--- src/hdl/ddrc_pkg.sv ---
`timescale 1ns / 1ps

package ddrc_pkg;

	// Input item kinds
	typedef enum logic [2:0] {
		CMD_TICK       = 3'd0,
		CMD_START      = 3'd1,
		CMD_STOP       = 3'd2,
		CMD_TEST_RIGHT = 3'd3,
		CMD_TEST_LEFT  = 3'd4,
		CMD_ESTOP      = 3'd5
	} cmd_t;

	// Operating modes as reported on the result beat
	typedef enum logic [2:0] {
		MODE_STANDBY    = 3'd0,
		MODE_RAMP_UP    = 3'd1,
		MODE_RUN        = 3'd2,
		MODE_RAMP_DOWN  = 3'd3,
		MODE_TEST_RIGHT = 3'd4,
		MODE_TEST_LEFT  = 3'd5
	} mode_t;

	// Latched pending event
	typedef enum logic [2:0] {
		EV_NONE       = 3'd0,
		EV_START      = 3'd1,
		EV_STOP       = 3'd2,
		EV_TEST_RIGHT = 3'd3,
		EV_TEST_LEFT  = 3'd4
	} event_t;

	// Test sequence phase
	typedef enum logic [1:0] {
		PH_UP   = 2'd0,
		PH_HOLD = 2'd1,
		PH_DOWN = 2'd2,
		PH_DONE = 2'd3
	} phase_t;

	// Operations of the shared scale unit
	typedef enum logic [1:0] {
		OP_STEER = 2'd0,
		OP_FEED  = 2'd1,
		OP_LEFT  = 2'd2,
		OP_RIGHT = 2'd3
	} op_t;

	// Controller states
	typedef enum logic [3:0] {
		ST_IDLE,
		ST_STEER,
		ST_STEER_W,
		ST_FEED,
		ST_FEED_W,
		ST_LEFT,
		ST_RIGHT,
		ST_DRAIN,
		ST_DONE
	} ctrl_state_t;

	// Configuration register indexes
	typedef enum logic [1:0] {
		REG_BALANCE_TRIM = 2'd0,
		REG_FULL_SPEED   = 2'd1,
		REG_STEP_TICKS   = 2'd2
	} reg_idx_t;

	// Sequencer constants
	localparam logic [10:0] TEST_PEAK   = 11'd512;
	localparam logic [9:0]  HOLD_TICKS  = 10'd1000;
	localparam int          STEER_SPAN  = 170;
	localparam logic [10:0] MAX_LEVEL   = 11'd1024;
	localparam logic [6:0]  PCT_FULL    = 7'd100;
	localparam logic [7:0]  TRIM_LIMIT  = 8'sd100;

	// Division by constants as multiply by rounded-up reciprocal
	localparam int          SCALE_SHIFT = 26;
	localparam logic [26:0] RECIP_PCT   = 27'((2**SCALE_SHIFT + 100 - 1) / 100);
	localparam logic [26:0] RECIP_SPAN  =
		27'((2**SCALE_SHIFT + STEER_SPAN - 1) / STEER_SPAN);

	// Controller to datapath
	typedef struct packed {
		logic apply;     // accepted beat: update sequencer state
		logic issue;     // start a scale operation
		op_t  op;
		logic load_out;  // capture result beat
	} dp_cmd_t;

	// Datapath to controller
	typedef struct packed {
		logic plan_run;    // combinational, valid with apply
		logic plan_left;
		logic plan_right;
		logic right_q;     // registered: right motor still to drive
	} dp_stat_t;

endpackage

--- src/hdl/ddrc_ctrl.sv ---
`timescale 1ns / 1ps

module ddrc_ctrl (
	input  logic               clk,
	input  logic               arst_n,
	input  logic               in_valid,
	output logic               in_ready,
	output logic               out_valid,
	input  logic               out_ready,
	input  ddrc_pkg::dp_stat_t stat,
	output ddrc_pkg::dp_cmd_t  cmd
);
	import ddrc_pkg::*;

	ctrl_state_t state_q, state_d;
	logic        out_valid_q;
	logic        in_fire;
	logic        slot_free;

	assign in_ready  = (state_q == ST_IDLE);
	assign in_fire   = in_valid && in_ready;
	assign slot_free = !out_valid_q || out_ready;
	assign out_valid = out_valid_q;

	// Next state
	always_comb begin
		state_d = state_q;
		unique case (state_q)
			ST_IDLE: begin
				if (in_fire) begin
					if (stat.plan_run) state_d = ST_STEER;
					else if (stat.plan_left) state_d = ST_LEFT;
					else if (stat.plan_right) state_d = ST_RIGHT;
					else state_d = ST_DONE;
				end
			end
			ST_STEER:   state_d = ST_STEER_W;
			ST_STEER_W: state_d = ST_FEED;
			ST_FEED:    state_d = ST_FEED_W;
			ST_FEED_W:  state_d = ST_LEFT;
			ST_LEFT:    state_d = stat.right_q ? ST_RIGHT : ST_DRAIN;
			ST_RIGHT:   state_d = ST_DRAIN;
			ST_DRAIN:   state_d = ST_DONE;
			ST_DONE: begin
				if (slot_free) state_d = ST_IDLE;
			end
			default:    state_d = ST_IDLE;
		endcase
	end

	// Outputs to datapath
	always_comb begin
		cmd = '0;
		cmd.op = OP_STEER;
		unique case (state_q)
			ST_IDLE:  cmd.apply = in_fire;
			ST_STEER: begin
				cmd.issue = 1'b1;
				cmd.op    = OP_STEER;
			end
			ST_FEED: begin
				cmd.issue = 1'b1;
				cmd.op    = OP_FEED;
			end
			ST_LEFT: begin
				cmd.issue = 1'b1;
				cmd.op    = OP_LEFT;
			end
			ST_RIGHT: begin
				cmd.issue = 1'b1;
				cmd.op    = OP_RIGHT;
			end
			ST_DONE:  cmd.load_out = slot_free;
			default:  cmd = '0;
		endcase
	end

	always_ff @(posedge clk or negedge arst_n) begin
		if (!arst_n) begin
			state_q     <= ST_IDLE;
			out_valid_q <= 1'b0;
		end else begin
			state_q <= state_d;
			if (cmd.load_out) out_valid_q <= 1'b1;
			else if (out_ready) out_valid_q <= 1'b0;
		end
	end

	a_busy_after_accept: assert property (@(posedge clk) disable iff (!arst_n)
		in_fire |=> !in_ready)
		else $error("input taken again before result produced");

	a_load_into_free_slot: assert property (@(posedge clk) disable iff (!arst_n)
		cmd.load_out |-> (!out_valid_q || out_ready))
		else $error("result beat overwritten");

	a_done_returns_idle: assert property (@(posedge clk) disable iff (!arst_n)
		(state_q == ST_DONE && slot_free) |=> (out_valid_q && state_q == ST_IDLE))
		else $error("finished item not presented");

endmodule

--- src/hdl/ddrc_dp.sv ---
`timescale 1ns / 1ps

module ddrc_dp (
	input  logic               clk,
	input  logic               arst_n,
	input  logic [2:0]         command,
	input  logic signed [7:0]  line_angle,
	input  logic signed [7:0]  line_offset,
	input  logic signed [7:0]  balance_trim,
	input  logic [10:0]        full_speed,
	input  logic [15:0]        step_ticks,
	input  ddrc_pkg::dp_cmd_t  cmd,
	output ddrc_pkg::dp_stat_t stat,
	output logic [31:0]        out_data
);
	import ddrc_pkg::*;

	// Sequencer state
	mode_t       mode_q, mode_d;
	event_t      pend_q, pend_d;
	logic [10:0] ramp_q, ramp_d;
	logic [15:0] wait_q, wait_d;
	phase_t      phase_q, phase_d;
	logic [9:0]  hold_q, hold_d, hold_inc;
	logic [10:0] left_out_q, right_out_q;
	logic        zero_out;
	logic        drive, do_down;
	logic        plan_run;
	logic        drv_right_q;
	logic [10:0] target;

	// Operands of the current item
	logic signed [8:0] sum_q;
	logic [6:0]        s_mag_q;
	logic [10:0]       lfeed_q, rfeed_q;

	// Scale unit
	logic              valid_s1;
	op_t               op_s1;
	logic [16:0]       prod_s1;
	logic [26:0]       recip_s1;
	logic [10:0]       sc_x;
	logic [6:0]        sc_f;
	logic [26:0]       sc_recip;
	logic [17:0]       prod_full;
	logic [43:0]       quo_full;
	logic [17:0]       quo;
	logic [8:0]        abs_sum;

	// Trim factors
	logic signed [7:0] bsat;
	logic signed [8:0] lsum, rsum;
	logic [6:0]        lfac, rfac;

	// Result beat register
	logic [10:0] out_left_q, out_right_q;
	logic [2:0]  out_mode_q;

	assign target = (full_speed > MAX_LEVEL) ? MAX_LEVEL : full_speed;

	// Balance trim factors, trim saturated to +/-100
	always_comb begin
		if (balance_trim > $signed(TRIM_LIMIT)) bsat = $signed(TRIM_LIMIT);
		else if (balance_trim < -$signed(TRIM_LIMIT)) bsat = -$signed(TRIM_LIMIT);
		else bsat = balance_trim;
		lsum = 9'sd100 + {bsat[7], bsat};
		rsum = 9'sd100 - {bsat[7], bsat};
		lfac = bsat[7] ? lsum[6:0] : PCT_FULL;
		rfac = (bsat > 8'sd0) ? rsum[6:0] : PCT_FULL;
	end

	// Sequencer step for one accepted beat
	always_comb begin
		mode_d   = mode_q;
		pend_d   = pend_q;
		ramp_d   = ramp_q;
		wait_d   = wait_q;
		phase_d  = phase_q;
		hold_d   = hold_q;
		hold_inc = hold_q + 10'd1;
		zero_out = 1'b0;
		drive    = 1'b0;
		do_down  = 1'b0;
		plan_run = 1'b0;
		unique case (command) inside
			CMD_TICK: begin
				unique case (mode_q)
					MODE_STANDBY: begin
						if (pend_q inside {EV_START, EV_TEST_RIGHT, EV_TEST_LEFT}) begin
							if (pend_q == EV_START) mode_d = MODE_RAMP_UP;
							else if (pend_q == EV_TEST_RIGHT) mode_d = MODE_TEST_RIGHT;
							else mode_d = MODE_TEST_LEFT;
							pend_d  = EV_NONE;
							ramp_d  = '0;
							wait_d  = '0;
							phase_d = PH_UP;
							hold_d  = '0;
						end
					end
					MODE_RAMP_UP: begin
						if (wait_q != '0) begin
							wait_d = wait_q - 16'd1;
						end else if (ramp_q < target) begin
							drive  = 1'b1;
							ramp_d = ramp_q + 11'd1;
							wait_d = step_ticks;
						end else begin
							mode_d = MODE_RUN;
							pend_d = EV_NONE;
						end
					end
					MODE_RUN: begin
						drive    = 1'b1;
						plan_run = 1'b1;
						if (pend_q == EV_STOP) begin
							mode_d  = MODE_RAMP_DOWN;
							pend_d  = EV_NONE;
							ramp_d  = target;
							wait_d  = '0;
							phase_d = PH_UP;
						end
					end
					MODE_RAMP_DOWN: begin
						if (wait_q != '0) wait_d = wait_q - 16'd1;
						else do_down = 1'b1;
					end
					MODE_TEST_RIGHT, MODE_TEST_LEFT: begin
						if (phase_q == PH_HOLD) begin
							hold_d = hold_inc;
							if (hold_inc >= HOLD_TICKS) begin
								phase_d = PH_DOWN;
								ramp_d  = TEST_PEAK;
								wait_d  = '0;
							end
						end else if (wait_q != '0) begin
							wait_d = wait_q - 16'd1;
						end else if (phase_q == PH_UP) begin
							if (ramp_q < TEST_PEAK) begin
								drive  = 1'b1;
								ramp_d = ramp_q + 11'd1;
								wait_d = step_ticks;
							end else begin
								phase_d = PH_HOLD;
								hold_d  = '0;
							end
						end else begin
							do_down = 1'b1;
						end
					end
					default: begin
						mode_d  = MODE_STANDBY;
						pend_d  = EV_NONE;
						wait_d  = '0;
						phase_d = PH_UP;
						hold_d  = '0;
					end
				endcase
				// shared ramp-down step
				if (do_down) begin
					if (phase_q == PH_DONE) begin
						mode_d  = MODE_STANDBY;
						pend_d  = EV_NONE;
						wait_d  = '0;
						phase_d = PH_UP;
						hold_d  = '0;
					end else begin
						drive = 1'b1;
						if (ramp_q == '0) phase_d = PH_DONE;
						else ramp_d = ramp_q - 11'd1;
						wait_d = step_ticks;
					end
				end
			end
			CMD_START, CMD_STOP, CMD_TEST_RIGHT, CMD_TEST_LEFT: begin
				pend_d = event_t'(command);
			end
			CMD_ESTOP: begin
				mode_d   = MODE_STANDBY;
				pend_d   = EV_NONE;
				wait_d   = '0;
				phase_d  = PH_UP;
				hold_d   = '0;
				ramp_d   = '0;
				zero_out = 1'b1;
			end
			default: begin
				mode_d = mode_q;
			end
		endcase
	end

	assign stat.plan_run   = plan_run;
	assign stat.plan_left  = drive && (mode_q != MODE_TEST_RIGHT);
	assign stat.plan_right = drive && (mode_q != MODE_TEST_LEFT);
	assign stat.right_q    = drv_right_q;

	// Scale unit operand select: x * f / divisor
	always_comb begin
		abs_sum = sum_q[8] ? 9'(-sum_q) : 9'(sum_q);
		sc_recip = RECIP_PCT;
		case (cmd.op)
			OP_STEER: begin
				sc_x     = {2'b00, abs_sum};
				sc_f     = PCT_FULL;
				sc_recip = RECIP_SPAN;
			end
			OP_FEED: begin
				sc_x = sum_q[8] ? lfeed_q : rfeed_q;
				sc_f = PCT_FULL - s_mag_q;
			end
			OP_LEFT: begin
				sc_x = lfeed_q;
				sc_f = lfac;
			end
			default: begin
				sc_x = rfeed_q;
				sc_f = rfac;
			end
		endcase
		prod_full = {7'd0, sc_x} * {11'd0, sc_f};
	end

	// Second stage: reciprocal multiply and shift
	assign quo_full = {27'd0, prod_s1} * {17'd0, recip_s1};
	assign quo      = quo_full[43:SCALE_SHIFT];

	// Control and sequencer state
	always_ff @(posedge clk or negedge arst_n) begin
		if (!arst_n) begin
			mode_q      <= MODE_STANDBY;
			pend_q      <= EV_NONE;
			ramp_q      <= '0;
			wait_q      <= '0;
			phase_q     <= PH_UP;
			hold_q      <= '0;
			left_out_q  <= '0;
			right_out_q <= '0;
			drv_right_q <= 1'b0;
			valid_s1    <= 1'b0;
		end else begin
			valid_s1 <= cmd.issue;
			if (cmd.apply) begin
				mode_q      <= mode_d;
				pend_q      <= pend_d;
				ramp_q      <= ramp_d;
				wait_q      <= wait_d;
				phase_q     <= phase_d;
				hold_q      <= hold_d;
				drv_right_q <= stat.plan_right;
				if (zero_out) begin
					left_out_q  <= '0;
					right_out_q <= '0;
				end
			end else if (valid_s1 && op_s1 == OP_LEFT) begin
				left_out_q <= quo[10:0];
			end else if (valid_s1 && op_s1 == OP_RIGHT) begin
				right_out_q <= quo[10:0];
			end
		end
	end

	// Item operands and scale pipeline payload
	always_ff @(posedge clk) begin
		if (cmd.issue) begin
			op_s1    <= cmd.op;
			prod_s1  <= prod_full[16:0];
			recip_s1 <= sc_recip;
		end
		if (cmd.apply) begin
			sum_q   <= {line_offset[7], line_offset} + {line_angle[7], line_angle};
			lfeed_q <= ramp_q;
			rfeed_q <= ramp_q;
		end else if (valid_s1 && op_s1 == OP_STEER) begin
			s_mag_q <= (quo > 18'd100) ? PCT_FULL : quo[6:0];
		end else if (valid_s1 && op_s1 == OP_FEED) begin
			if (sum_q[8]) lfeed_q <= quo[10:0];
			else rfeed_q <= quo[10:0];
		end
		if (cmd.load_out) begin
			out_left_q  <= left_out_q;
			out_right_q <= right_out_q;
			out_mode_q  <= mode_q;
		end
	end

	assign out_data = {7'd0, out_mode_q, out_right_q, out_left_q};

	a_ramp_in_range: assert property (@(posedge clk) disable iff (!arst_n)
		ramp_q <= MAX_LEVEL)
		else $error("ramp level above full scale");

	a_hold_bounded: assert property (@(posedge clk) disable iff (!arst_n)
		hold_q <= HOLD_TICKS)
		else $error("hold counter overran");

	a_estop_clears: assert property (@(posedge clk) disable iff (!arst_n)
		(cmd.apply && command == CMD_ESTOP) |=>
		(mode_q == MODE_STANDBY && left_out_q == '0 && right_out_q == '0 && ramp_q == '0))
		else $error("emergency stop did not clear outputs");

endmodule

--- src/hdl/differential_drive_ramp_controller_top.sv ---
`timescale 1ns / 1ps

// Two-motor PWM sequencer with soft-start and soft-stop ramps, line steering
// in run mode and a single-motor test. Each input beat is a millisecond tick
// or a command (tuser) and yields exactly one result beat with both motor
// levels and the mode after the beat. Commands and ticks that drive nothing
// go straight to the result; a ramp tick drives the left and then the right
// motor, a test-ramp tick one motor, and a run tick steers before both. All
// scaling goes through one two-stage multiply-by-reciprocal unit that is
// used once for the steering value, once for the steered side and once per
// motor for the balance trim. One item is in flight at a time; the result
// register lets the next item be accepted while a result beat waits.
// Configuration (APB, registers at 0x0 balance_trim, 0x4 full_speed,
// 0x8 step_ticks) is to be written only while the block is idle.
module differential_drive_ramp_controller_top (
	input  logic        clk,
	input  logic        arst_n,
	// input stream
	input  logic        s_axis_tvalid,
	output logic        s_axis_tready,
	input  logic [15:0] s_axis_tdata,  // [7:0] line_angle, [15:8] line_offset
	input  logic [2:0]  s_axis_tuser,  // [2:0] command
	// result stream
	output logic        m_axis_tvalid,
	input  logic        m_axis_tready,
	output logic [31:0] m_axis_tdata,  // [10:0] left_level, [21:11] right_level,
	                                   // [24:22] mode, rest zero
	// configuration
	input  logic        psel,
	input  logic        penable,
	input  logic        pwrite,
	input  logic [3:0]  paddr,
	input  logic [31:0] pwdata,
	output logic [31:0] prdata,
	output logic        pready
);
	import ddrc_pkg::*;

	logic signed [7:0] balance_trim_q;
	logic [10:0]       full_speed_q;
	logic [15:0]       step_ticks_q;
	logic              cfg_write;
	dp_cmd_t           dp_cmd;
	dp_stat_t          dp_stat;

	assign pready    = 1'b1;
	assign cfg_write = psel && penable && pwrite && pready;

	// Register writes
	always_ff @(posedge clk or negedge arst_n) begin
		if (!arst_n) begin
			balance_trim_q <= '0;
			full_speed_q   <= MAX_LEVEL;
			step_ticks_q   <= '0;
		end else if (cfg_write) begin
			unique case (paddr[3:2])
				REG_BALANCE_TRIM: balance_trim_q <= pwdata[7:0];
				REG_FULL_SPEED:   full_speed_q   <= pwdata[10:0];
				REG_STEP_TICKS:   step_ticks_q   <= pwdata[15:0];
				default:          step_ticks_q   <= step_ticks_q;
			endcase
		end
	end

	// Register reads
	always_comb begin
		unique case (paddr[3:2])
			REG_BALANCE_TRIM: prdata = {24'd0, balance_trim_q};
			REG_FULL_SPEED:   prdata = {21'd0, full_speed_q};
			REG_STEP_TICKS:   prdata = {16'd0, step_ticks_q};
			default:          prdata = '0;
		endcase
	end

	ddrc_ctrl u_ctrl (
		.clk       (clk),
		.arst_n    (arst_n),
		.in_valid  (s_axis_tvalid),
		.in_ready  (s_axis_tready),
		.out_valid (m_axis_tvalid),
		.out_ready (m_axis_tready),
		.stat      (dp_stat),
		.cmd       (dp_cmd)
	);

	ddrc_dp u_dp (
		.clk          (clk),
		.arst_n       (arst_n),
		.command      (s_axis_tuser),
		.line_angle   (s_axis_tdata[7:0]),
		.line_offset  (s_axis_tdata[15:8]),
		.balance_trim (balance_trim_q),
		.full_speed   (full_speed_q),
		.step_ticks   (step_ticks_q),
		.cmd          (dp_cmd),
		.stat         (dp_stat),
		.out_data     (m_axis_tdata)
	);

endmodule
--- config.mk ---
export PLATFORM = sky130hd
export DESIGN_NAME = differential_drive_ramp_controller_top
export DESIGN_NICKNAME = d
export VERILOG_FILES = /design/src/hdl/ddrc_pkg.sv /design/src/hdl/ddrc_ctrl.sv /design/src/hdl/ddrc_dp.sv /design/src/hdl/differential_drive_ramp_controller_top.sv
export SDC_FILE = /design/constraint.sdc
export NUM_CORES = 1
export LEC_CHECK = 0
export CORE_ASPECT_RATIO = 0.5
export CORE_UTILIZATION = 55
export DETAILED_ROUTE_END_ITERATION = 10
export DONT_BUFFER_PORTS = 1
export PLACE_DENSITY = 0.76
export REMOVE_ABC_BUFFERS = 1
export SLEW_MARGIN = 20
export SYNTH_ARGS = -nofsm -noshare
export SYNTH_HDL_FRONTEND = slang
export SYNTH_SLANG_ARGS = --single-unit
export TNS_END_PERCENT = 30
--- constraint.sdc ---
create_clock -name clk -period 8.3 [get_ports clk]
set_clock_uncertainty 0.05 [all_clocks]
set_input_delay 1.66 -clock clk [delete_from_list [all_inputs] [get_ports clk]]
set_output_delay 1.66 -clock clk [all_outputs]
set_load 0.01 [all_outputs]
# Word level (Yosys, flattened, before mapping)
# Index checks and enable logic that the tools add are counted.
# word_totals
inputBits	62
output_inout_bits	67
elab_cells	259
regBits	218
# classes
reduce_logical	45
add_sub_neg	9
bitwise_logic	1
multipliers	2
n_eq_ne	46
muxes	123
magnitude_cmp	8
# op_table
operator	count
11-bit two-way mux	28
16-bit two-way mux	12
16-bit case mux with 5 select lines	1
10-bit two-way mux	7
16-bit case mux with 3 select lines	1
17-bit by 27-bit multiplier with 44-bit output	1
11-bit case mux with 4 select lines	1
3-bit two-way mux	13
3-bit case mux with 4 select lines	3
4-bit case mux with 9 select lines	1
11-bit case mux with 3 select lines	1
16-bit case mux with 2 select lines	1
10-bit case mux with 3 select lines	1
1-bit two-way mux	23
11-bit case mux with 2 select lines	1
7-bit case mux with 3 select lines	1
2-bit two-way mux	10
20-bit two-way mux	1
4-bit two-way mux	5
10-bit case mux with 2 select lines	1
3-bit by 2-bit equality test with 1-bit output (second input constant)	6
18-bit by 7-bit greater-than comparator with 1-bit output (second input constant)	1
11-bit by 7-bit multiplier with 17-bit output	1
4-bit by 3-bit equality test with 1-bit output (second input constant)	4
55 further kinds	109

# Longest topological paths before layout
# Gate-level depths: netlist of run 1.
# depth
ltp_word	15
depth_mapped	31
ltp_nobuf	28

# Hierarchy
# Synthesis of run 1 repeated with hierarchy kept, for this count alone.
# unflattened
hier_cells	2325
hier_area_um2	21807.2
# modules_own_cells
module	cells_per_inst	area_per_inst_um2	instances
ddrc_dp	2153	19703.9	1
differential_drive_ramp_controller_top	132	1742.9	1
ddrc_ctrl	40	360.3	1

# Least setup slack after synthesis of run 1
# OpenSTA, ideal clock, no wires.
# synth_timing
path_kind	register -> register
startpoint	reg balance_trim_q[5]
endpoint	reg u_dp.prod_s1[15], data pin
setup_time_ps	195
setup_slack_ps	1301
stages_incl_launch_ff	29
t_arrival_ps	6754
synth_period_minus_slack_ps	6999
path_cell_list	dfrtp_1 > clkbuf_1 > nor2_1 > a21o_1 > ha_1 > clkbuf_1 > nor2_1 > nand2_1 > ha_1 > and4_1 > or4_1 > nor3_1 > a21oi_1 > o21ai_0 > clkbuf_1 > nand2_1 > fa_1 > fa_1 > inv_1 > fa_1 > inv_1 > fa_1 > inv_1 > ha_1 > nor2_1 > a211oi_1 > o31ai_1 > or4b_2 > o311ai_0
# synth_between
elab_chain_len	7
word_cells_on_any_way	11
cone_classes	2 x add/sub; 1 x mul; 3 x order compare; 5 x mux
# synth_lines
item	line_no	text
start, declared	differential_drive_ramp_controller_top.sv:39	logic signed [7:0] balance_trim_q;
start signal, assigned	differential_drive_ramp_controller_top.sv:57	REG_BALANCE_TRIM: balance_trim_q <= pwdata[7:0];
8-bit less-than comparator	ddrc_dp.sv:64	else if (balance_trim < -$signed(TRIM_LIMIT)) bsat = -$signed(TRIM_LIMIT);
8-bit two-way mux	ddrc_dp.sv:64	
8-bit two-way mux *	ddrc_dp.sv:63	if (balance_trim > $signed(TRIM_LIMIT)) bsat = $signed(TRIM_LIMIT);
6-bit by 7-bit subtractor with 7-bit output (tied with other cells)	ddrc_dp.sv:67	rsum = 9'sd100 - {bsat[7], bsat};
7-bit two-way mux, on equally long branches	ddrc_dp.sv:69, ddrc_dp.sv:68	
7-bit case mux with 3 select lines *	ddrc_dp.sv:201	case (cmd.op)
11-bit by 7-bit multiplier with 17-bit output *	ddrc_dp.sv:220	prod_full = {7'd0, sc_x} * {11'd0, sc_f};
named net u_dp.prod_full[15]	ddrc_dp.sv:45	logic [17:0] prod_full;
end signal, assigned	ddrc_dp.sv:266	prod_s1 <= prod_full[16:0];
end, declared	ddrc_dp.sv:40	logic [16:0] prod_s1;
# The timed path passes the listed nets; every way through them passes the cells marked *.
# A chain may end at the register's enable or synchronous reset.

# Final worst setup path of run 1
# layout_timing
startpoint	reg u_dp.recip_s1[13]
endpoint	reg u_dp.s_mag_q[2], data pin
# layout_between
elab_chain_len	2
# layout_lines
item	line_no	text
start, declared	ddrc_dp.sv:41	logic [26:0] recip_s1;
start signal, assigned	ddrc_dp.sv:267	recip_s1 <= sc_recip;
17-bit by 27-bit multiplier with 44-bit output *	ddrc_dp.sv:224	assign quo_full = {27'd0, prod_s1} * {17'd0, recip_s1};
18-bit by 7-bit greater-than comparator with 1-bit output	ddrc_dp.sv:274	s_mag_q <= (quo > 18'd100) ? PCT_FULL : quo[6:0];
end signal, assigned	ddrc_dp.sv:274	
end, declared	ddrc_dp.sv:34	logic [6:0] s_mag_q;
# Mark *: on every way between the ends. The rest lies on a longest branch, timed or not.

==> results by group, run 1 <==
Drt
  – DRT Wirelength: 50.42 mm
  – Initial DRT Pass Iterations: 6
  – Vias per Instance: 5.785
  – Wire length per cell: 18.34 microns
  – Initial DRC Count: 1,396
  – Final ANT Viol Nets: 0
  – Via Count: 15,902
  – DRC: 0

Placement
  – Dpl hpwl: 40.61 mm
  – IO buf count: 0
  – RePlAce Congestion: 0.9993

STA
  – Fin Hold WS: 0.4008 ns
  – Max-slew violation count: 0
  – TNS Setup: 0 ns
  – Fmax achieved: 126.6 MHz
  – Final setup violation count: 0
  – Fin crit period: 7.897 ns
  – Hold Vio Cnt, Final: 0
  – RSZ-0062 raised after global routing: no
  – Least-Margin Pin Slew: 1.096 ns
  – Max_slew headroom: 26.91%
  – Final period utilization: 95.14%

Logic synthesis
  – Post-synthesis cell count: 2,245
  – Synth Area per Inst: 9.461 sq um
  – Asr flop ratio synth: 56.48%
  – Post-synth cell types: 83
  – Number of synthesis warnings: 0
  – EDFF count, synth: 84
  – Sequential fraction of the synthesis area: 24.72%
  – Post-synthesis cell area: 21,240 sq um
  – #FFs+latches synth: 193
  – Post-synth top flop: dfrtp_1

Status
  – Status: finished, final reports clean

Floorplanning
  – Die Wd: 279.9 microns
  – Area of the core: 37,720 sq um
  – Die Area: 39,460 sq um
  – Cell Rows: 50
  – Ports: 129
  – Die height: 141.0 microns
  – Initial Utilization: 56.31%

GRT
  – Largest net degree at the start of global routing: 110
  – Overflow after GRT: 0
  – Vias in the first global route: 15,503
  – GRT Total Usage: 26.42%
  – Initial antenna violation count: 0
  – First-pass GRT wire length: 82.04 mm

Clocking
  – CTS sink cnt: 193
  – Longest Clk Path Bufs: 2
  – CTS clk-pin slew, worst paths: 0.08 ns
  – Hold buffer count at cts: 0
  – Worst-Skew Late Latency: 0.45 ns
  – H-Tree Depth: 4
  – CTS tree: yes
  – TritonCTS buffer count: 17
  – Clk Tree Root Cell: clkbuf_16

Setup path
  – CP Max Fanout: 17
  – Arrival time at the worst endpoint: 8.03 ns
  – CP endpoint kind: flop
  – Crit path required time: 8.43 ns
  – CP startpoint kind: flop
  – WS Path Type: reg -> reg
  – Reg2reg setup slack: 0.40 ns

Run
  – Max Cap Viol: 0

Finish
  – Most frequent cells in the layout: inv_1, ha_1, fa_1
  – Final core area utilization: 59.15%
  – Area Growth Syn to Fin: 5.060%
  – Commonest non-fill, non-tap cell in the layout: inv_1
  – Share of post-route cells with drive strength above 1: 5.700%
  – Nets: 2,732

Power
  – Cell internal pwr: 2.394 mW
  – Seq pwr share: 35.3%
  – Clock power frac: 20.3%
  – PwrDens: 184.0 nW/um^2
  – Psw: 1.712 mW
  – Switch share: 41.69%
  – Combinational power share: 44.4%
  – Pleak: 10.85 nW
  – Worst VDD drop: 0.0001712 V

Worst hold path
  – Tightest Hold Check Type: reg -> reg
-- critical path, cell delays in order, from the launching register on --
cell and delay, ns:
edfxtp_1 0.78, and2_1 0.48, fa_1 0.49, inv_1 0.16, fa_1 0.44, inv_1 0.09
fa_1 0.44, fa_1 0.52, fa_1 0.54, inv_1 0.06, fa_1 0.54, inv_1 0.04
ha_1 0.37, nand4_1 0.14, o21ba_2 0.22, a21oi_1 0.29, o21ai_0 0.17, a31oi_1 0.35
mux2i_1 0.23, or4_1 0.69, or4b_1 0.54
-- per-stage QoR --
stage,cell area (sq um),total power [mW],setup slack (ns),std cells
after detailed placement,21710,3.241,0.4510,2716
after global routing,22310,4.414,0.05879,2748
after CTS,22290,4.088,0.4305,2748
after global placement,21710,3.198,0.5814,2715
final,22320,4.106,0.4032,2749
after floorplan,20880,2.799,1.366,2174
-- cell type report --
class | instances | area, sq um
fill | 3188 | 15410
multi-input combinational | 1589 | 14200
sequential | 193 | 5251
inverter | 392 | 1471
tap | 520 | 650.6
clock buffer | 19 | 432.9
timing repair buffer | 22 | 162.7
clock inverter | 13 | 146.4
antenna | 1 | 2.502
-- flip-flops by register name, indices dropped and copies added (netlist names), 4 cells and up --
name,cells
u_dp.prod_s1,17
step_ticks_q,16
u_dp.wait_q,16
full_speed_q,11
u_dp.left_out_q,11
u_dp.lfeed_q,11
u_dp.out_left_q,11
u_dp.out_right_q,11
u_dp.ramp_q,11
u_dp.rfeed_q,11
u_dp.right_out_q,11
u_dp.hold_q,10
u_dp.sum_q,9
balance_trim_q,8
u_dp.s_mag_q,7
u_ctrl.state_q,4
-- layer usage --
metal | vias up | routed length, microns | part of all wire, % | track usage [%]
li1 | 7473 | - | - | -
met1 | 7746 | 21810 | 43 | 36.55
met2 | 593 | 23540 | 47 | 42.60
met3 | 90 | 3671 | 7.3 | 4.723
met4 | 0 | 1399 | 2.8 | 8.024
met5 | - | 0 | 0 | 0
-- path summary, 6_finish.rpt --
check,endpoint,from,depth (start not counted)
worst max-delay path,u_dp.s_mag_q[2],u_dp.recip_s1[13],20
worst min-delay path,u_dp.out_right_q[2],u_dp.right_out_q[2],0
worst max register to register,u_dp.s_mag_q[2],u_dp.recip_s1[13],20
worst min register to register,u_dp.out_right_q[2],u_dp.right_out_q[2],0
max in group asynchronous,full_speed_q[10],arst_n,0
min in group asynchronous,u_dp.hold_q[5],arst_n,0
-- power by group through the flow --
stage / combinational [mW] / clock (mW) / sequential [mW]
5_1_grt: 2.06 / 0.883 / 1.47
6_report: 1.83 / 0.833 / 1.45
3_5_place_dp: 1.78 / 0 / 1.46
3_3_place_gp: 1.74 / 0 / 1.45
4_1_cts: 1.80 / 0.842 / 1.44
2_1_floorplan: 1.40 / 0 / 1.39
-- repair_timing --
action                                  4_1_cts  5_1_grt
endpoints found under the setup margin        0        2
gates resized for setup                       0        2
endpoints found under the hold margin         0        0
setup buffers                                 0        0
-- cell usage after synthesis (4+ instances only) --
cell type  instances  share of area [%]
mux2i_1           14               0.66
inv_1            392                6.9
a31oi_1           16               0.47
dfrtp_1          108                 13
nand2_1          213                3.8
xnor2_1           44                1.8
o311ai_0           5               0.21
o21ai_1            6               0.14
a221o_1            6               0.28
or2_2              9               0.27
nand4_1            6               0.18
a32o_1             4               0.19
nor2b_1           17               0.50
a21oi_1           89                2.1
clkbuf_1          64                1.1
or3_1             14               0.41
nand2b_1          27               0.80
mux2_2            38                2.0
a221oi_1           6               0.25
nor3_1            32               0.75
nor4_1            15               0.44
o22ai_1            9               0.27
buf_4             25               0.88
o31ai_1           26               0.92
nand3b_1           5               0.18
nand3_1           40               0.94
a211oi_1          12               0.42
o21bai_1           5               0.18
and3_1            19               0.56
o2111ai_1          4               0.16
a22o_1            16               0.66
fa_1             217                 20
o21ai_0          111                2.6
o21a_1            12               0.42
o2bb2ai_1          4               0.16
edfxtp_1          84                 12
nor3b_1            9               0.32
xor2_1            24               0.99
a21o_1            29                1.0
nor2_1            80                1.4
o211ai_1          15               0.53
a31o_2             4               0.16
and2_1            49                1.4
ha_1             238                 14
a22oi_1           20               0.71
-- kinds of logic (layout without fill, tap and decap cells) --
group | after synthesis | in the layout | synth area share, %
AO/OA/AOI/OAI | 436 | 436 | 13.53
AND/OR/NAND/NOR | 554 | 554 | 12.75
XOR/XNOR | 68 | 68 | 2.804
other | 2 | 25 | 0.03536
adder cells (fa/ha/maj) | 455 | 455 | 34.47
flip-flops | 193 | 193 | 24.72
multiplexers | 52 | 52 | 2.674
buffers and inverters | 485 | 446 | 9.019
No activity file was read; power rests on OpenSTA's default activity.
==> run 2, diff against run 1 <==
--- a/config.mk
+++ b/config.mk
@@ -5,6 +5,7 @@
 export SDC_FILE = /design/constraint.sdc
 export NUM_CORES = 1
 export LEC_CHECK = 0
+export ABC_AREA = 1
 export CORE_ASPECT_RATIO = 0.5
 export CORE_UTILIZATION = 55
 export DETAILED_ROUTE_END_ITERATION = 10
==> run 2 against run 1 <==
Net effect: the flow now finishes with violations (design-rule violations); via count grew 14%; sequential cell count is the same; synthesized area grew 6.1%; die area grew 6.0%; hold slack lost 0.0029 ns; critical path depth grew 3; first-iteration DRC count grew 21%; wire length grew 8.4%; design area grew 5.7%; global-route usage grew 0.34 points; sequential share of layout area shrank 1.3 points; synthesized cell count grew 24%; critical path type unchanged.
==> results by group, run 2 <==
Finish
  – Area Growth Syn to Fin: 4.675% (was 5.060%)
  – Share of post-route cells with drive strength above 1: 5.011% (was 5.700%)
  – Biggest register: u_dp.prod_s1 (unchanged)
  – Ant. Diodes: 0 (was 1)
  – Top Registers: u_dp.prod_s1: 17 flops, step_ticks_q: 16 flops, u_dp.wait_q: 16 flops (unchanged)
  – Final cell count without fillers: 3,304 (was 2,749)
  – Most frequent cells in the layout: inv_1, nand2_1, ha_1 (was inv_1, ha_1, fa_1)
  – Commonest non-fill, non-tap cell in the layout: inv_1 (unchanged)
  – Nets: 3,278 (was 2,732)
  – Max reg flops: 17 (unchanged)
  – Design area: 23,590 sq um (was 22,320 sq um)

STA
  – Final setup violation count: 0 (unchanged)
  – Least-Margin Pin Slew: 1.126 ns (was 1.096 ns)
  – RSZ-0062 raised after global routing: no (unchanged)
  – Fmax achieved: 139.6 MHz (was 126.6 MHz)
  – Final period utilization: 86.30% (was 95.14%)
  – TNS Setup: 0 ns (unchanged)
  – Max-slew violation count: 0 (unchanged)
  – Max_slew headroom: 24.69% (was 26.91%)
  – Hold Vio Cnt, Final: 0 (unchanged)
  – Fin crit period: 7.163 ns (was 7.897 ns)

Logic synthesis
  – #FFs+latches synth: 193 (unchanged)
  – Post-synth cell types: 65 (was 83)
  – Post-synthesis cell area: 22,540 sq um (was 21,240 sq um)
  – Area leader, netlist: fa_1 (unchanged)
  – Number of synthesis warnings: 0 (unchanged)
  – Post-synth top flop: dfrtp_1 (unchanged)
  – Synth Area per Inst: 8.100 sq um (was 9.461 sq um)
  – Sequential fraction of the synthesis area: 23.30% (was 24.72%)
  – Asr flop ratio synth: 56.48% (unchanged)
  – EDFF count, synth: 84 (unchanged)
  – Commonest cells in the netlist: inv_1, nand2_1, ha_1 (was inv_1, ha_1, fa_1)
  – Top cell type's share of synthesized area: 19.28% (was 20.45%)
  – Most frequent cell after synthesis: inv_1 (unchanged)
  – Area contributors post-synth: fa_1, ha_1, dfrtp_1, edfxtp_1, inv_1 (unchanged)
  – Post-synthesis cell count: 2,782 (was 2,245)

GRT
  – Initial antenna violation count: 0 (unchanged)
  – First-pass GRT wire length: 89.04 mm (was 82.04 mm)
  – GRT Total Usage: 26.77% (was 26.42%)
  – Largest net degree at the start of global routing: 110 (unchanged)
  – Overflow after GRT: 0 (unchanged)
  – Vias in the first global route: 17,409 (was 15,503)

Clocking
  – Post-CTS resize count: 0 (unchanged)
  – Total setup buffers inserted after CTS: 0 (unchanged)
  – CTS sink cnt: 193 (unchanged)
  – Clk Tree Root Cell: clkbuf_16 (unchanged)
  – CTS tree: yes (unchanged)
  – H-Tree Depth: 4 (unchanged)
  – Hold buffer count at cts: 0 (unchanged)
  – CTS clk-pin slew, worst paths: 0.09 ns (was 0.08 ns)
  – Longest Clk Path Bufs: 2 (unchanged)
  – TritonCTS buffer count: 17 (unchanged)
  – Worst-Skew Late Latency: 0.46 ns (was 0.45 ns)

Status
  – Violated checks: design-rule violations
  – Status: complete, but fails checks (was finished, final reports clean)

Placement
  – Placed instance area: 22,940 sq um (was 21,710 sq um)
  – Placed instance count: 3,272 (was 2,716)
  – Dpl hpwl: 45.08 mm (was 40.61 mm)
  – IO buf count: 0 (unchanged)
  – RePlAce Congestion: 0.9529 (was 0.9993)

Setup path
  – Worst path most repeated cell: nand2_1 (was fa_1)
  – CP startpoint kind: flop (unchanged)
  – Cells along the critical path: nand2_1 -> fa_1 -> inv_1 -> fa_1 -> fa_1 -> fa_1 -> fa_1 -> inv_1 -> fa_1 -> inv_1 -> ha_1 -> a21o_1 -> a31oi_1 -> nand2_1 -> a21oi_1 -> nand2_1 -> xor2_1 -> nand2_1 -> nand2_1 -> nand2_1 -> nand2_1 -> nand3_1 -> nor2_1 (was and2_1 -> fa_1 -> inv_1 -> fa_1 -> inv_1 -> fa_1 -> fa_1 -> fa_1 -> inv_1 -> fa_1 -> inv_1 -> ha_1 -> nand4_1 -> o21ba_2 -> a21oi_1 -> o21ai_0 -> a31oi_1 -> mux2i_1 -> or4_1 -> or4b_1)
  – CP Max Fanout: 17 (unchanged)
  – WS Path Type: reg -> reg (unchanged)
  – Crit-path max cell delay: 0.86 ns (was 0.78 ns)
  – CP endpoint kind: flop (unchanged)
  – Crit path required time: 8.56 ns (was 8.43 ns)
  – Arrival time at the worst endpoint: 7.43 ns (was 8.03 ns)
  – CP max-delay cell: edfxtp_1 (unchanged)

Floorplanning
  – Die height: 145.1 microns (was 141.0 microns)
  – Cell Rows: 51 (was 50)
  – Die Area: 41,840 sq um (was 39,460 sq um)
  – Area of the core: 39,630 sq um (was 37,720 sq um)
  – Die Wd: 288.3 microns (was 279.9 microns)
  – Initial Utilization: 56.87% (was 56.31%)
  – Ports: 129 (unchanged)

Drt
  – Initial DRC Count: 1,683 (was 1,396)
  – Vias per Instance: 5.491 (was 5.785)
  – Final ANT Viol Nets: 0 (unchanged)
  – DRC: 2 (was 0)
  – Initial DRT Pass Iterations: 8 (was 6)
  – Wire length per cell: 16.54 microns (was 18.34 microns)
  – Via Count: 18,141 (was 15,902)
  – DRT Wirelength: 54.65 mm (was 50.42 mm)

Worst hold path
  – Tightest Hold Check Type: reg -> reg (unchanged)

Run
  – Max Cap Viol: 0 (unchanged)
[run 2: cell count changes after synthesis, moves of 22 or more]
| cell | previous run | this run |
|---|---|---|
| a21o_1 | 29 | 7 |
| and2_1 | 49 | 0 |
| clkbuf_1 | 64 | 29 |
| inv_1 | 392 | 612 |
| mux2_2 | 38 | 0 |
| nand2_1 | 213 | 520 |
| nand2b_1 | 27 | 0 |
| nand3_1 | 40 | 83 |
| nor2_1 | 80 | 209 |
| o21ai_0 | 111 | 146 |
| o31ai_1 | 26 | 4 |
| xnor2_1 | 44 | 15 |
| xor2_1 | 24 | 52 |
[run 2: layout make-up]
cell class	count	area, sq um
well taps	530	663.1
clock inverters	15	222.7
clock buffers	17	425.4
multi-input cells	1908	14610
repair buffers	3	22.52
inverters	638	2397
fillers	3481	16040
flip-flops and latches	193	5251
[run 2: stage by stage]
step / setup WS, ns / hold WS, ns / util [%]
2_1_floorplan: 2.275 / 0.3753 / -
3_3_place_gp: 1.343 / 0.3818 / 57.89
3_5_place_dp: 1.272 / 0.3813 / 57.89
4_1_cts: 1.183 / 0.4000 / 59.53
5_1_grt: 0.7926 / 0.4061 / 59.53
6_report: 1.137 / 0.3979 / 59.53
[run 2: routing by layer]
metal	vias up	share of wire [%]	track usage, %
met2	623	48	44.16
met1	8710	43	36.91
met5	-	0	0
li1	8715	-	-
met3	93	6.7	3.978
met4	0	2.0	6.587
[run 2: final timing paths]
kind,startpoint,end,slack [ns],depth (start not counted)
setup / recovery,u_dp.recip_s1[13],u_dp.s_mag_q[3],1.14,23
hold / removal,u_dp.left_out_q[2],u_dp.out_left_q[2],0.40,0
setup reg to reg,u_dp.recip_s1[13],u_dp.s_mag_q[3],1.14,23
hold reg to reg,u_dp.left_out_q[2],u_dp.out_left_q[2],0.40,0
max in group asynchronous,arst_n,full_speed_q[10],7.14,0
min in group asynchronous,arst_n,u_dp.hold_q[4],0.83,0
[run 2: worst max-delay path, delay by kind of cell, from the launching register on]
family | cells | cell delay (ns)
DFF | 1 | 0.86
xor gates and xnor gates | 1 | 0.33
and+or+nand+nor | 9 | 1.20
adders and majority gates | 7 | 3.76
buffers and inverters | 3 | 0.18
AOI/OAI and AO/OA | 3 | 0.59
[run 2: kinds of logic (layout without fill, tap and decap cells)]
| kind of cell | count (synthesis) | in the layout | synth area share [%] |
|---|---|---|---|
| AOI/OAI and AO/OA | 412 | 412 | 11.00 |
| DFF | 193 | 193 | 23.30 |
| other | 2 | 24 | 0.03333 |
| and+or+nand+nor | 949 | 949 | 18.18 |
| xor gates and xnor gates | 68 | 68 | 2.709 |
| adders and majority gates | 455 | 455 | 32.49 |
| buffers and inverters | 703 | 673 | 12.28 |
Power of run 2 is left out: the tool's default activity adds up to more than one toggle a clock period on the data nets, which glitch-free logic cannot reach.
